`config.mk`:
```
export PLATFORM = sky130hd
export DESIGN_NAME = wema_cfg
export DESIGN_NICKNAME = d
export VERILOG_FILES = /design/src/wema_pkg.sv /design/src/wema_cfg.sv
export SDC_FILE = /design/constraint.sdc
export NUM_CORES = 1
export LEC_CHECK = 0
export BUFFER_PORTS_ARGS = -buffer_cell sky130_fd_sc_hd__buf_2
export CAP_MARGIN = 25
export CORE_MARGIN = 8
export CORE_UTILIZATION = 49
export DETAILED_ROUTE_END_ITERATION = 10
export HOLD_SLACK_MARGIN = 0.05
export PLACE_DENSITY = 0.89
export RECOVER_POWER = 100
export SETUP_SLACK_MARGIN = 0.15
export SYNTH_ARGS = -nofsm -noshare
export SYNTH_HDL_FRONTEND = slang
export SYNTH_SLANG_ARGS = --single-unit
```
`constraint.sdc`:
```
create_clock -name clk -period 1.3 [get_ports clk]
set_clock_uncertainty 0.05 [all_clocks]
set_input_delay 0.065 -clock clk [delete_from_list [all_inputs] [get_ports clk]]
set_output_delay 0.065 -clock clk [all_outputs]
set_load 0.02 [all_outputs]
```
`src/wema_pkg.sv`:
```
// ----------------------------------------------------------------------------
// wema_pkg
// Shared types, constants and register codes of the weighted EMA virtual
// temperature sensor.
// ----------------------------------------------------------------------------
package wema_pkg;

  localparam int NUM_SENSORS_DEF = 2;

  // Field widths of one request and one result.
  localparam int IDX_W    = 1;
  localparam int SAMPLE_W = 18;
  localparam int FILT_W   = 19;
  localparam int SUM_W    = 20;

  // Configuration registers.
  localparam int PM_W       = 10;
  localparam int OFFSET_W   = 17;
  localparam int CFG_IDX_W  = 3;
  localparam int CFG_DATA_W = 17;

  localparam int REGS_PER_SENSOR = 3;
  localparam int REG_ALPHA_OFS   = 0;
  localparam int REG_OFFSET_OFS  = 1;
  localparam int REG_WEIGHT_OFS  = 2;

  localparam logic [PM_W-1:0] PER_MILLE     = 10'd1000;
  localparam logic [PM_W-1:0] ALPHA_RESET   = 10'd1000;
  localparam logic [PM_W-1:0] WEIGHT0_RESET = 10'd1000;
  localparam logic [PM_W-1:0] WEIGHTN_RESET = 10'd0;

  // Division by 1000 of a magnitude below 2**28: (n * RECIP_1000) >> DIV_SHIFT
  // is exact over that whole range.
  localparam int MAG_W     = 28;
  localparam int RECIP_W   = 29;
  localparam int DIV_SHIFT = 38;
  localparam logic [RECIP_W-1:0] RECIP_1000 = 29'd274877907;

  localparam logic signed [SUM_W-1:0] SUM_MAX = 20'sd524287;
  localparam logic signed [SUM_W-1:0] SUM_MIN = -20'sd524288;

  typedef struct packed {
    logic [PM_W-1:0]            alpha;
    logic signed [OFFSET_W-1:0] offset;
    logic [PM_W-1:0]            weight;
  } sensor_cfg_t;

  // Filtered value handed from the filter to the accumulator.
  typedef struct packed {
    logic                     valid;
    logic                     last;
    logic                     present;
    logic signed [FILT_W-1:0] filt;
    logic [PM_W-1:0]          weight;
  } filt_req_t;

endpackage

```
`src/wema_cfg.sv`:
```
// ----------------------------------------------------------------------------
// wema_cfg
// Per-sensor configuration registers; alpha and weight clamp to 1000.
// ----------------------------------------------------------------------------
module wema_cfg #(
  parameter int NUM_SENSORS = wema_pkg::NUM_SENSORS_DEF
) (
  input  logic                             clk,
  input  logic                             rst,
  input  logic                             cfg_write,
  input  logic [wema_pkg::CFG_IDX_W-1:0]   cfg_index,
  input  logic [wema_pkg::CFG_DATA_W-1:0]  cfg_data,
  output wema_pkg::sensor_cfg_t            cfg [NUM_SENSORS]
);
  import wema_pkg::*;

  logic [PM_W-1:0] pm_value;

  assign pm_value = (cfg_data[PM_W-1:0] > PER_MILLE) ? PER_MILLE : cfg_data[PM_W-1:0];

  always_ff @(posedge clk) begin
    if (rst) begin
      for (int s = 0; s < NUM_SENSORS; s++) begin
        cfg[s].alpha  <= ALPHA_RESET;
        cfg[s].offset <= '0;
        cfg[s].weight <= (s == 0) ? WEIGHT0_RESET : WEIGHTN_RESET;
      end
    end else if (cfg_write) begin
      for (int s = 0; s < NUM_SENSORS; s++) begin
        if (cfg_index == CFG_IDX_W'(s * REGS_PER_SENSOR + REG_ALPHA_OFS)) begin
          cfg[s].alpha <= pm_value;
        end
        if (cfg_index == CFG_IDX_W'(s * REGS_PER_SENSOR + REG_OFFSET_OFS)) begin
          cfg[s].offset <= $signed(cfg_data[OFFSET_W-1:0]);
        end
        if (cfg_index == CFG_IDX_W'(s * REGS_PER_SENSOR + REG_WEIGHT_OFS)) begin
          cfg[s].weight <= pm_value;
        end
      end
    end
  end

endmodule

```
==> results.yml, run 1 <==
floorplan:
  rows: 28
  start_util_pct: 49.6
  die_y_um: 92.5
  coreArea_um2: 5780
  fp.dieW_um: 92.5
  die_area_um2: 8560
  ios: 97
setup_path:
  start_kind: "flip-flop"
  worstPathRequired_ns: 1.19
  crit_path_top_delay_cell: "dfxtp_1"
  path_depth: 1
  critical_path.top_delay_family: "flip-flops"
  worstPathArrival_ns: 0.95
  slowest_delay_ns: 0.36
  rr_worst_depth: 2
  path_cells: "clkbuf_1"
  path_buf_inv: 1
  end_kind: "primary output"
  worstPathMaxFanout: 2
  reg2reg_slack_ns: 0.43
  reg2reg_to: "cfg[69]$_SDFFE_PP1P_"
  critical_path_class: "flip-flop to primary output"
  rr_startpoint: "cfg[69]$_SDFFE_PP1P_"
synth:
  yosysWarnings: 0
  netlist_area_um2: 2870
  netlist_top_cells_area: "dfxtp_1 52%, nand2_1 11%, a21oi_1 6.1%"
  synth-seq-area-share_pct: 51.7
  synth_flop_cell: "dfxtp_1"
  yosysUniqueCellTypes: 34
  yosys-top-cells-count: "84 x nand2_1, 74 x dfxtp_1, 35 x a21oi_1, 13 x nand3b_1, 13 x nor2b_1"
  syn-num-nets: 340
  synth_top_area_share_pct: 51.7
  synthCells: 317
  postSynthRegisterBits: 74
  ys_async_sr_fraction_pct: 0
  syn_area_per_cell_um2: 9.05
  synth-edff-count: 0
  synth_largest_area_cell: "dfxtp_1"
  yosysMostFrequentCell: "nand2_1"
clock_tree:
  htree_levels: 3
  numCtsBuffers: 9
  tritoncts: "built"
  root_buffer: "clkbuf_8"
  numClockSinks: 74
  clk_pin_slew_ns: 0.08
  clockBufferDepth: 2
  insertion_delay_ns: 0.33
  post_cts_buffers: 0
layout:
  layout-area-overhead-vs-synth_pct: 29.8
  nFillCells: 551
  finalNetCount: 452
  top_regs: "cfg: 74 flops"
  drive_above_1_share_pct: 13.4
  largest_register: "cfg"
  largest_register_ffs: 74
  diodes: 0
route:
  drt-total-wl_mm: 8.07
  antenna_left: 0
  viasPerCell: 5.17
  wl_per_cell_um: 15.9
  drt_iter0_drc: 122
  vias: 2633
  firstDrtPassIters: 5
  route.detailed.drc: 0
power_and_ir_drop:
  ir_drop_uv: 889
  leakage_nw: 1.35
  powerDensity_nw_per_um2: 1270
  total_power_mw: 4.73
run:
  maxCapViolations: 0
grt:
  grt_usage_pct: 18.7
  grt_pass1_wl_mm: 12.8
  grt_max_degree: 44
  antenna_found_initial: 0
  gr-total-overflow: 0
  grt_pass1_vias: 2570
sta:
  worst_pin_slew_ns: 0.426
  setup_viol: 0
  fin_crit_sh_pct: 82.2
  finalCriticalPeriod_ns: 1.07
  hold_violations: 0
  rsz0062_at_grt: "false"
  maxSlewHeadroom_pct: 71.3
  timing.fmax_mhz: 936
  finalWorstSetupSlack_ns: 0.231
  drv_slew: 0
  setup_tns_ns: 0
place:
  io_buffers: 96
  dpl.hpwl_mm: 5.68
  place_ws_ns: 0.0664
  place.gp.congestion: 0.775
status:
  status: "completed"
hold_path:
  hold_path_depth: 3
  worstHoldStart: "cfg_data[8]"
  min_path_type: "input pin to flip-flop"
  min_to: "cfg[45]$_SDFFE_PP1P_"
how the worst max path moves through the flow:
stage | from | slack (ns) | endpoint
after CTS | cfg[41]$_SDFFE_PP0P_ | 0.29 | cfg[41]
final | cfg[5]$_SDFFE_PP0P_ | 0.23 | cfg[5]
after global routing | cfg_data[3] | 0.15 | cfg[1]$_SDFFE_PP0P_
after global placement | cfg_index[1] | 0.11 | cfg[73]$_SDFFE_PP1P_
after floorplan | cfg_index[0] | 0.16 | cfg[72]$_SDFFE_PP1P_
after detailed placement | cfg_index[1] | 0.07 | cfg[73]$_SDFFE_PP1P_
area by class of cell:
cell class | count | area [um^2] | share of cell area, %
inverter | 7 | 26.3 | 0.706
multi-input combinational | 210 | 1220 | 32.7
clock buffer | 9 | 124 | 3.33
sequential | 74 | 1480 | 39.8
timing repair buffer | 127 | 688 | 18.5
tap | 75 | 93.8 | 2.52
clock inverter | 7 | 93.8 | 2.52
per-layer routing:
layer	vias up	part of all wire (%)	GRT usage, %
met5	-	0	0
met4	0	1.6	8.59
met3	10	6.4	4.45
met2	82	50	31.5
met1	1238	42	22.1
li1	1303	-	-
placed cells by master (no fill, tap or decap), types with 2 or more instances in the layout:
cell type and count:
a211o_1 10, o31ai_1 8, bufinv_16 2, and4bb_2 2, buf_2 16, a21oi_1 35, a31oi_1 3, nor3_1 3
dlygate4sd3_1 14, clkbuf_8 9, nand2b_1 6, nand3b_1 13, nor2b_1 13, inv_1 7, o32ai_1 3, clkbuf_1 80
nand2_1 84, dfxtp_1 74, nand4bb_1 2, nor2_1 8, clkinv_2 2, buf_12 4, clkinvlp_4 2, buf_4 9
mux2i_1 5, o32ai_2 3, clkbuf_2 4
logic make-up after synthesis:
family	synth area share, %
DFF	51.7
muxes	1.75
buffers and inverters	6.02
AOI/OAI and AO/OA	16.2
and+or+nand+nor	24.3
timing repair:
item | CTS | global route
hold endpoints to repair | 34 | 0
hold buffers | 14 | 0
gates resized for setup | 0 | 0
power breakdown:
| part | total, mW | switching, mW | internal [mW] |
|---|---|---|---|
| sequential | 2.35 | 0.0296 | 2.32 |
| clock | 1.93 | 0.849 | 1.08 |
| combinational | 0.457 | 0.283 | 0.175 |
metrics by stage:
step | std cells | utilization, % | instance area, um^2 | hold WS [ns]
floorplan | 317 | - | 2870 | 0.133
global placement | 479 | 60.5 | 3490 | 0.271
detailed placement | 479 | 60.5 | 3490 | 0.275
CTS | 509 | 66.6 | 3850 | 0.0512
global route | 509 | 64.4 | 3720 | 0.0675
finish | 509 | 64.4 | 3720 | 0.0655
Power figures use the tool's default switching activity.
==> run 2: changes to the inputs <==
CORE_UTILIZATION = 45   (was 49)
PLACE_DENSITY = 0.87   (was 0.89)
clock period = 0.9 ns   (was 1.3 ns; I/O delays follow)
==> run 2 against run 1 <==
The run now ends with hold timing, setup timing left. Critical path type unchanged. Cell count rose by 11%. Global-route usage rose by 4.0 points. Combinational power rose to 2.5 times the previous value. Largest power group unchanged.
==> results.yml, run 2 (same netlist as run 1, synthesis figures left out) <==
setup_path:
  path_cells: "buf_6"
  worstPathArrival_ns: 0.89
  critical_path.top_delay_family: "flip-flops"
  slowest_delay_ns: 0.38
  critical_path_class: "flip-flop to primary output"
  worstPathRequired_ns: 0.81
  path_buf_inv: 1
  worstPathMaxFanout: 2
  start_kind: "flip-flop"
  crit_path_top_delay_cell: "dfxtp_2"
  end_kind: "primary output"
power_and_ir_drop:
  leakage_nw: 2.41
  powerDensity_nw_per_um2: 1390
  total_power_mw: 7.60
  ir_drop_uv: 1460
sta:
  finalCriticalPeriod_ns: 0.988
  setup_viol: 93
  maxSlewHeadroom_pct: 75.9
  rsz0062_at_grt: "true"
  holdWs_ns: -0.0518
  finalWorstSetupSlack_ns: -0.0877
  worst_pin_slew_ns: 0.361
  timing.fmax_mhz: 1010
  hold_violations: 5
  setup_tns_ns: -3.28
  drv_slew: 0
  fin_crit_sh_pct: 110
layout:
  nFillCells: 262
  final_cells: 563
  layout-area-overhead-vs-synth_pct: 90.4
  finalInstanceArea_um2: 5460
  final_util_pct: 87.5
  mostFrequentLayoutCells: "99 x buf_6, 72 x dfxtp_2, 41 x nand2_1, 35 x nand2_4, 33 x buf_4"
  drive_above_1_share_pct: 72.8
  final_common_cell: "buf_6"
  top_regs: "cfg: 74 flops"
  finalNetCount: 503
  largest_register: "cfg"
  largest_register_ffs: 74
place:
  place_ws_ns: -0.284
  place_area_um2: 3680
  dpl.hpwl_mm: 6.07
  place.gp.congestion: 0.784
  dp.cells: 501
  io_buffers: 96
clock_tree:
  numCtsBuffers: 9
  numClockSinks: 74
  clockBufferDepth: 2
  cts_hold_buf: 8
  insertion_delay_ns: 0.37
  tritoncts: "built"
  htree_levels: 3
  root_buffer: "clkbuf_8"
  clk_pin_slew_ns: 0.09
floorplan:
  die_y_um: 95.8
  die_area_um2: 9180
  rows: 29
  coreArea_um2: 6240
  ios: 97
  fp.dieW_um: 95.8
  start_util_pct: 46.0
grt:
  gr-total-overflow: 0
  antenna_found_initial: 1
  grt_pass1_vias: 3038
  grt_max_degree: 23
  grt_pass1_wl_mm: 15.9
  grt_usage_pct: 22.7
route:
  antenna_left: 0
  drt_iter0_drc: 241
  viasPerCell: 5.94
  route.detailed.drc: 0
  firstDrtPassIters: 8
  vias: 3347
  drt-total-wl_mm: 14.0
  wl_per_cell_um: 24.8
hold_path:
  min_path_type: "input pin to flip-flop"
run:
  maxCapViolations: 0
status:
  status: "finished with violations"
  violations: "hold timing, setup timing"
## run 2: path summary, 6_finish.rpt
kind | slack (ns) | start | endpoint | depth (start not counted)
hold / removal | -0.05 | cfg_data[2] | cfg[12]$_SDFFE_PP0P_ | 3
setup reg to reg | -0.04 | cfg[58]$_SDFFE_PP0P_ | cfg[58]$_SDFFE_PP0P_ | 4
hold reg to reg | 0.42 | cfg[32]$_SDFFE_PP1P_ | cfg[32]$_SDFFE_PP1P_ | 2
setup / recovery | -0.09 | cfg[58]$_SDFFE_PP0P_ | cfg[58] | 1
## run 2: cell type report
| type | instances | area, um^2 | share of cell area [%] |
|---|---|---|---|
| clock buffer | 10 | 128 | 2.34 |
| tap | 77 | 96.3 | 1.76 |
| antenna | 1 | 2.50 | 0.0458 |
| clock inverter | 6 | 90.1 | 1.65 |
| multi-input combinational | 210 | 1730 | 31.7 |
| sequential | 74 | 1570 | 28.8 |
| timing repair buffer | 178 | 1820 | 33.2 |
| inverter | 7 | 26.3 | 0.481 |
## run 2: what timing repair did
action / 4_1_cts / 5_1_grt
cloned: 3 / 4
buffers inserted: 15 / 15
endpoints found under the setup margin: 95 / 131
resized for setup: 247 / 149
pin swaps: 17 / 64
hold endpoints to repair: 45 / 8
## run 2: tightest hold or removal path, stage by stage
cell     delay [ns]
buf_2          0.16
nand2_4        0.09
a21oi_2        0.04
## run 2: per-layer routing
metal	vias to the layer above	part of all wire (%)	track usage [%]
met4	0	5.8	12.3
li1	1413	-	-
met2	225	50	39.9
met3	68	7.7	5.77
met1	1641	36	24.5
met5	-	0	0
## run 2: power breakdown
group / switching (mW) / leakage [nW] / internal (mW)
sequential: 0.0716 / 0.620 / 3.37
combinational: 0.630 / 1.68 / 0.524
clock: 1.44 / 0.107 / 1.57
total: 2.14 / 2.41 / 5.46
==> run 3: changes to the inputs <==
ABC_AREA = 1   (was unset)
CORE_UTILIZATION = 44   (was 45)
GPL_ROUTABILITY_DRIVEN = 0   (was unset)
PLACE_DENSITY = 0.86   (was 0.87)
==> run 3 against run 2 <==
The flow finishes with violations (setup timing). Combinational power grew 11%. Critical path depth grew 7. Sequential share of layout area grew 2.8 points. Total power grew 6.1%. Largest cell class unchanged. Largest power group unchanged.
==> results.yml, run 3 <==
status:
  status: "finished with violations"
  violations: "setup timing"
layout:
  mostFrequentLayoutCells: "96 x buf_6, 74 x dfxtp_2, 48 x nor2_1, 29 x o21ai_1, 25 x nand2_1"
  finalNetCount: 501
  final_common_cell: "buf_6"
  top_regs: "cfg: 74 flops"
  largest_register_ffs: 74
  layout-area-overhead-vs-synth_pct: 84.9
  largest_register: "cfg"
  final_util_pct: 84.1
  drive_above_1_share_pct: 64.8
  diodes: 0
  final_cells: 558
synth:
  synth_top_area_share_pct: 55.0
  syn_area_per_cell_um2: 8.16
  synth_largest_area_cell: "dfxtp_1"
  yosysWarnings: 0
  synth-edff-count: 0
  postSynthRegisterBits: 74
  synth_flop_cell: "dfxtp_1"
  ys_async_sr_fraction_pct: 0
  synth-seq-area-share_pct: 55.0
  netlist_top_cells_area: "dfxtp_1 55%, nor2_1 7.9%, a21oi_1 6.7%"
  synthCells: 330
  yosys-top-cells-count: "74 x dfxtp_1, 57 x nor2_1, 44 x nand2_1, 36 x a21oi_1, 35 x o21ai_0"
  netlist_area_um2: 2690
  yosysUniqueCellTypes: 25
  yosysMostFrequentCell: "dfxtp_1"
  syn-num-nets: 353
sta:
  timing.fmax_mhz: 1040
  holdWs_ns: 0.0207
  drv_slew: 0
  maxSlewHeadroom_pct: 70.7
  finalWorstSetupSlack_ns: -0.0584
  finalCriticalPeriod_ns: 0.958
  hold_violations: 0
  rsz0062_at_grt: "true"
  setup_viol: 67
  fin_crit_sh_pct: 106
  worst_pin_slew_ns: 0.440
clock_tree:
  insertion_delay_ns: 0.35
  numCtsBuffers: 9
  root_buffer: "clkbuf_8"
  clockBufferDepth: 2
  cts_hold_buf: 7
  tritoncts: "built"
  numClockSinks: 74
  clk_pin_slew_ns: 0.09
  htree_levels: 3
route:
  antenna_left: 0
  wl_per_cell_um: 22.7
  route.detailed.drc: 0
  viasPerCell: 5.94
  drt_iter0_drc: 297
  drt-total-wl_mm: 12.6
  vias: 3315
  firstDrtPassIters: 5
floorplan:
  die_y_um: 94.2
  ios: 97
  coreArea_um2: 5920
  rows: 28
  die_area_um2: 8880
  start_util_pct: 45.5
  fp.dieW_um: 94.2
grt:
  grt_pass1_wl_mm: 15.7
  grt_max_degree: 38
  grt_usage_pct: 23.1
  antenna_found_initial: 0
  gr-total-overflow: 0
  grt_pass1_vias: 3032
setup_path:
  critical_path_class: "input pin to flip-flop"
  crit_path_frequent_cell: "nor2_1"
  path_cells: "buf_6 -> inv_16 -> nand2_8 -> nor3_4 -> buf_4 -> inv_1 -> nor2_1 -> nor2_1"
  path_buf_inv: 4
  worstPathMaxFanout: 12
  critical_path.top_delay_family: "simple AND/OR/NAND/NOR gates"
  start_kind: "input pin"
  slowest_delay_ns: 0.25
  end_kind: "flip-flop"
  worstPathArrival_ns: 1.15
  crit_path_top_delay_cell: "nor2_1"
  worstPathRequired_ns: 1.09
power_and_ir_drop:
  powerDensity_nw_per_um2: 1620
  leakage_nw: 2.25
  ir_drop_uv: 1170
hold_path:
  min_path_type: "input pin to flip-flop"
place:
  dpl.hpwl_mm: 5.82
  dp.cells: 505
  io_buffers: 96
run:
  maxCapViolations: 0
==> run 3: cell count changes after synthesis, moves of 7 or more <==
| cell | delta |
|---|---|
| nor2_1 | +49 |
| nand2_1 | -40 |
| o21ai_0 | +35 |
| o21ai_1 | +17 |
| nand3b_1 | -13 |
| nor2b_1 | -13 |
| inv_1 | +11 |
| a211o_1 | -10 |
| o31ai_1 | -8 |
| buf_2 | -7 |
==> run 3: timing repair <==
| item | in CTS | in global routing |
|---|---|---|
| buffers inserted | 15 | 11 |
| endpoints found under the hold margin | 26 | 1 |
| pin swaps | 13 | 20 |
| cloned | 1 | 3 |
| endpoints found under the setup margin | 83 | 126 |
| gates resized for setup | 221 | 101 |
==> run 3: layer usage <==
layer | vias up | global-route usage [%] | wire (um)
li1 | 1377 | - | -
met1 | 1586 | 24.0 | 4500
met2 | 271 | 39.5 | 5980
met3 | 81 | 6.47 | 1300
met4 | 0 | 15.6 | 868
met5 | - | 0 | 0
==> run 3: logic make-up (layout without fill, tap and decap cells) <==
kind of cell    after synthesis  count (layout)  share of synthesized area (%)
buf+inv                      42             194                           7.67
compound gates               98              98                           19.2
flops                        74              74                           55.0
simple gates                116             117                           18.1
==> run 3: final timing paths <==
path	end	slack, ns	cells past startpoint	from
setup / recovery	cfg[58]$_SDFFE_PP0P_	-0.06	8	cfg_index[1]
hold / removal	cfg[5]$_SDFFE_PP0P_	0.02	4	cfg_index[0]
setup reg to reg	cfg[40]$_SDFFE_PP1P_	0.05	3	cfg[40]$_SDFFE_PP1P_
hold reg to reg	cfg[32]$_SDFFE_PP1P_	0.44	2	cfg[32]$_SDFFE_PP1P_
==> run 3: final cells by class <==
class | instances | area [um^2]
Timing Repair Buffer | 154 | 1640
Sequential cell | 74 | 1570
Multi-Input combinational cell | 215 | 1300
Fill cell | 255 | 941
Clock buffer | 12 | 145
Inverter | 24 | 131
Clock inverter | 4 | 98.8
Tap cell | 75 | 93.8
==> run 3: tightest hold or removal path: cells and delay by family <==
| family | cells | cell delay, ns |
|---|---|---|
| and+or+nand+nor | 3 | 0.21 |
| buffers and inverters | 1 | 0.13 |
==> run 3: power breakdown <==
group / total (mW) / switching, mW / internal (mW) / leakage [nW]
Sequential: 3.52 / 0.109 / 3.41 / 0.620
Combinational: 1.28 / 0.697 / 0.580 / 1.50
Clock: 3.27 / 1.34 / 1.93 / 0.121
Total: 8.07 / 2.14 / 5.92 / 2.25
==> run 3: metrics by stage <==
step                power [mW]  cell area (um^2)  TNS, ns  setup slack [ns]
detailed placement        4.35              3550   -11.08            -0.244
floorplan                 4.00              2860        0            0.0727
CTS                       7.68              4550   -0.187           -0.0273
global placement          4.33              3550    -8.76            -0.172
global route              8.21              4980    -3.09            -0.136
finish                    8.07              4980    -1.36           -0.0584
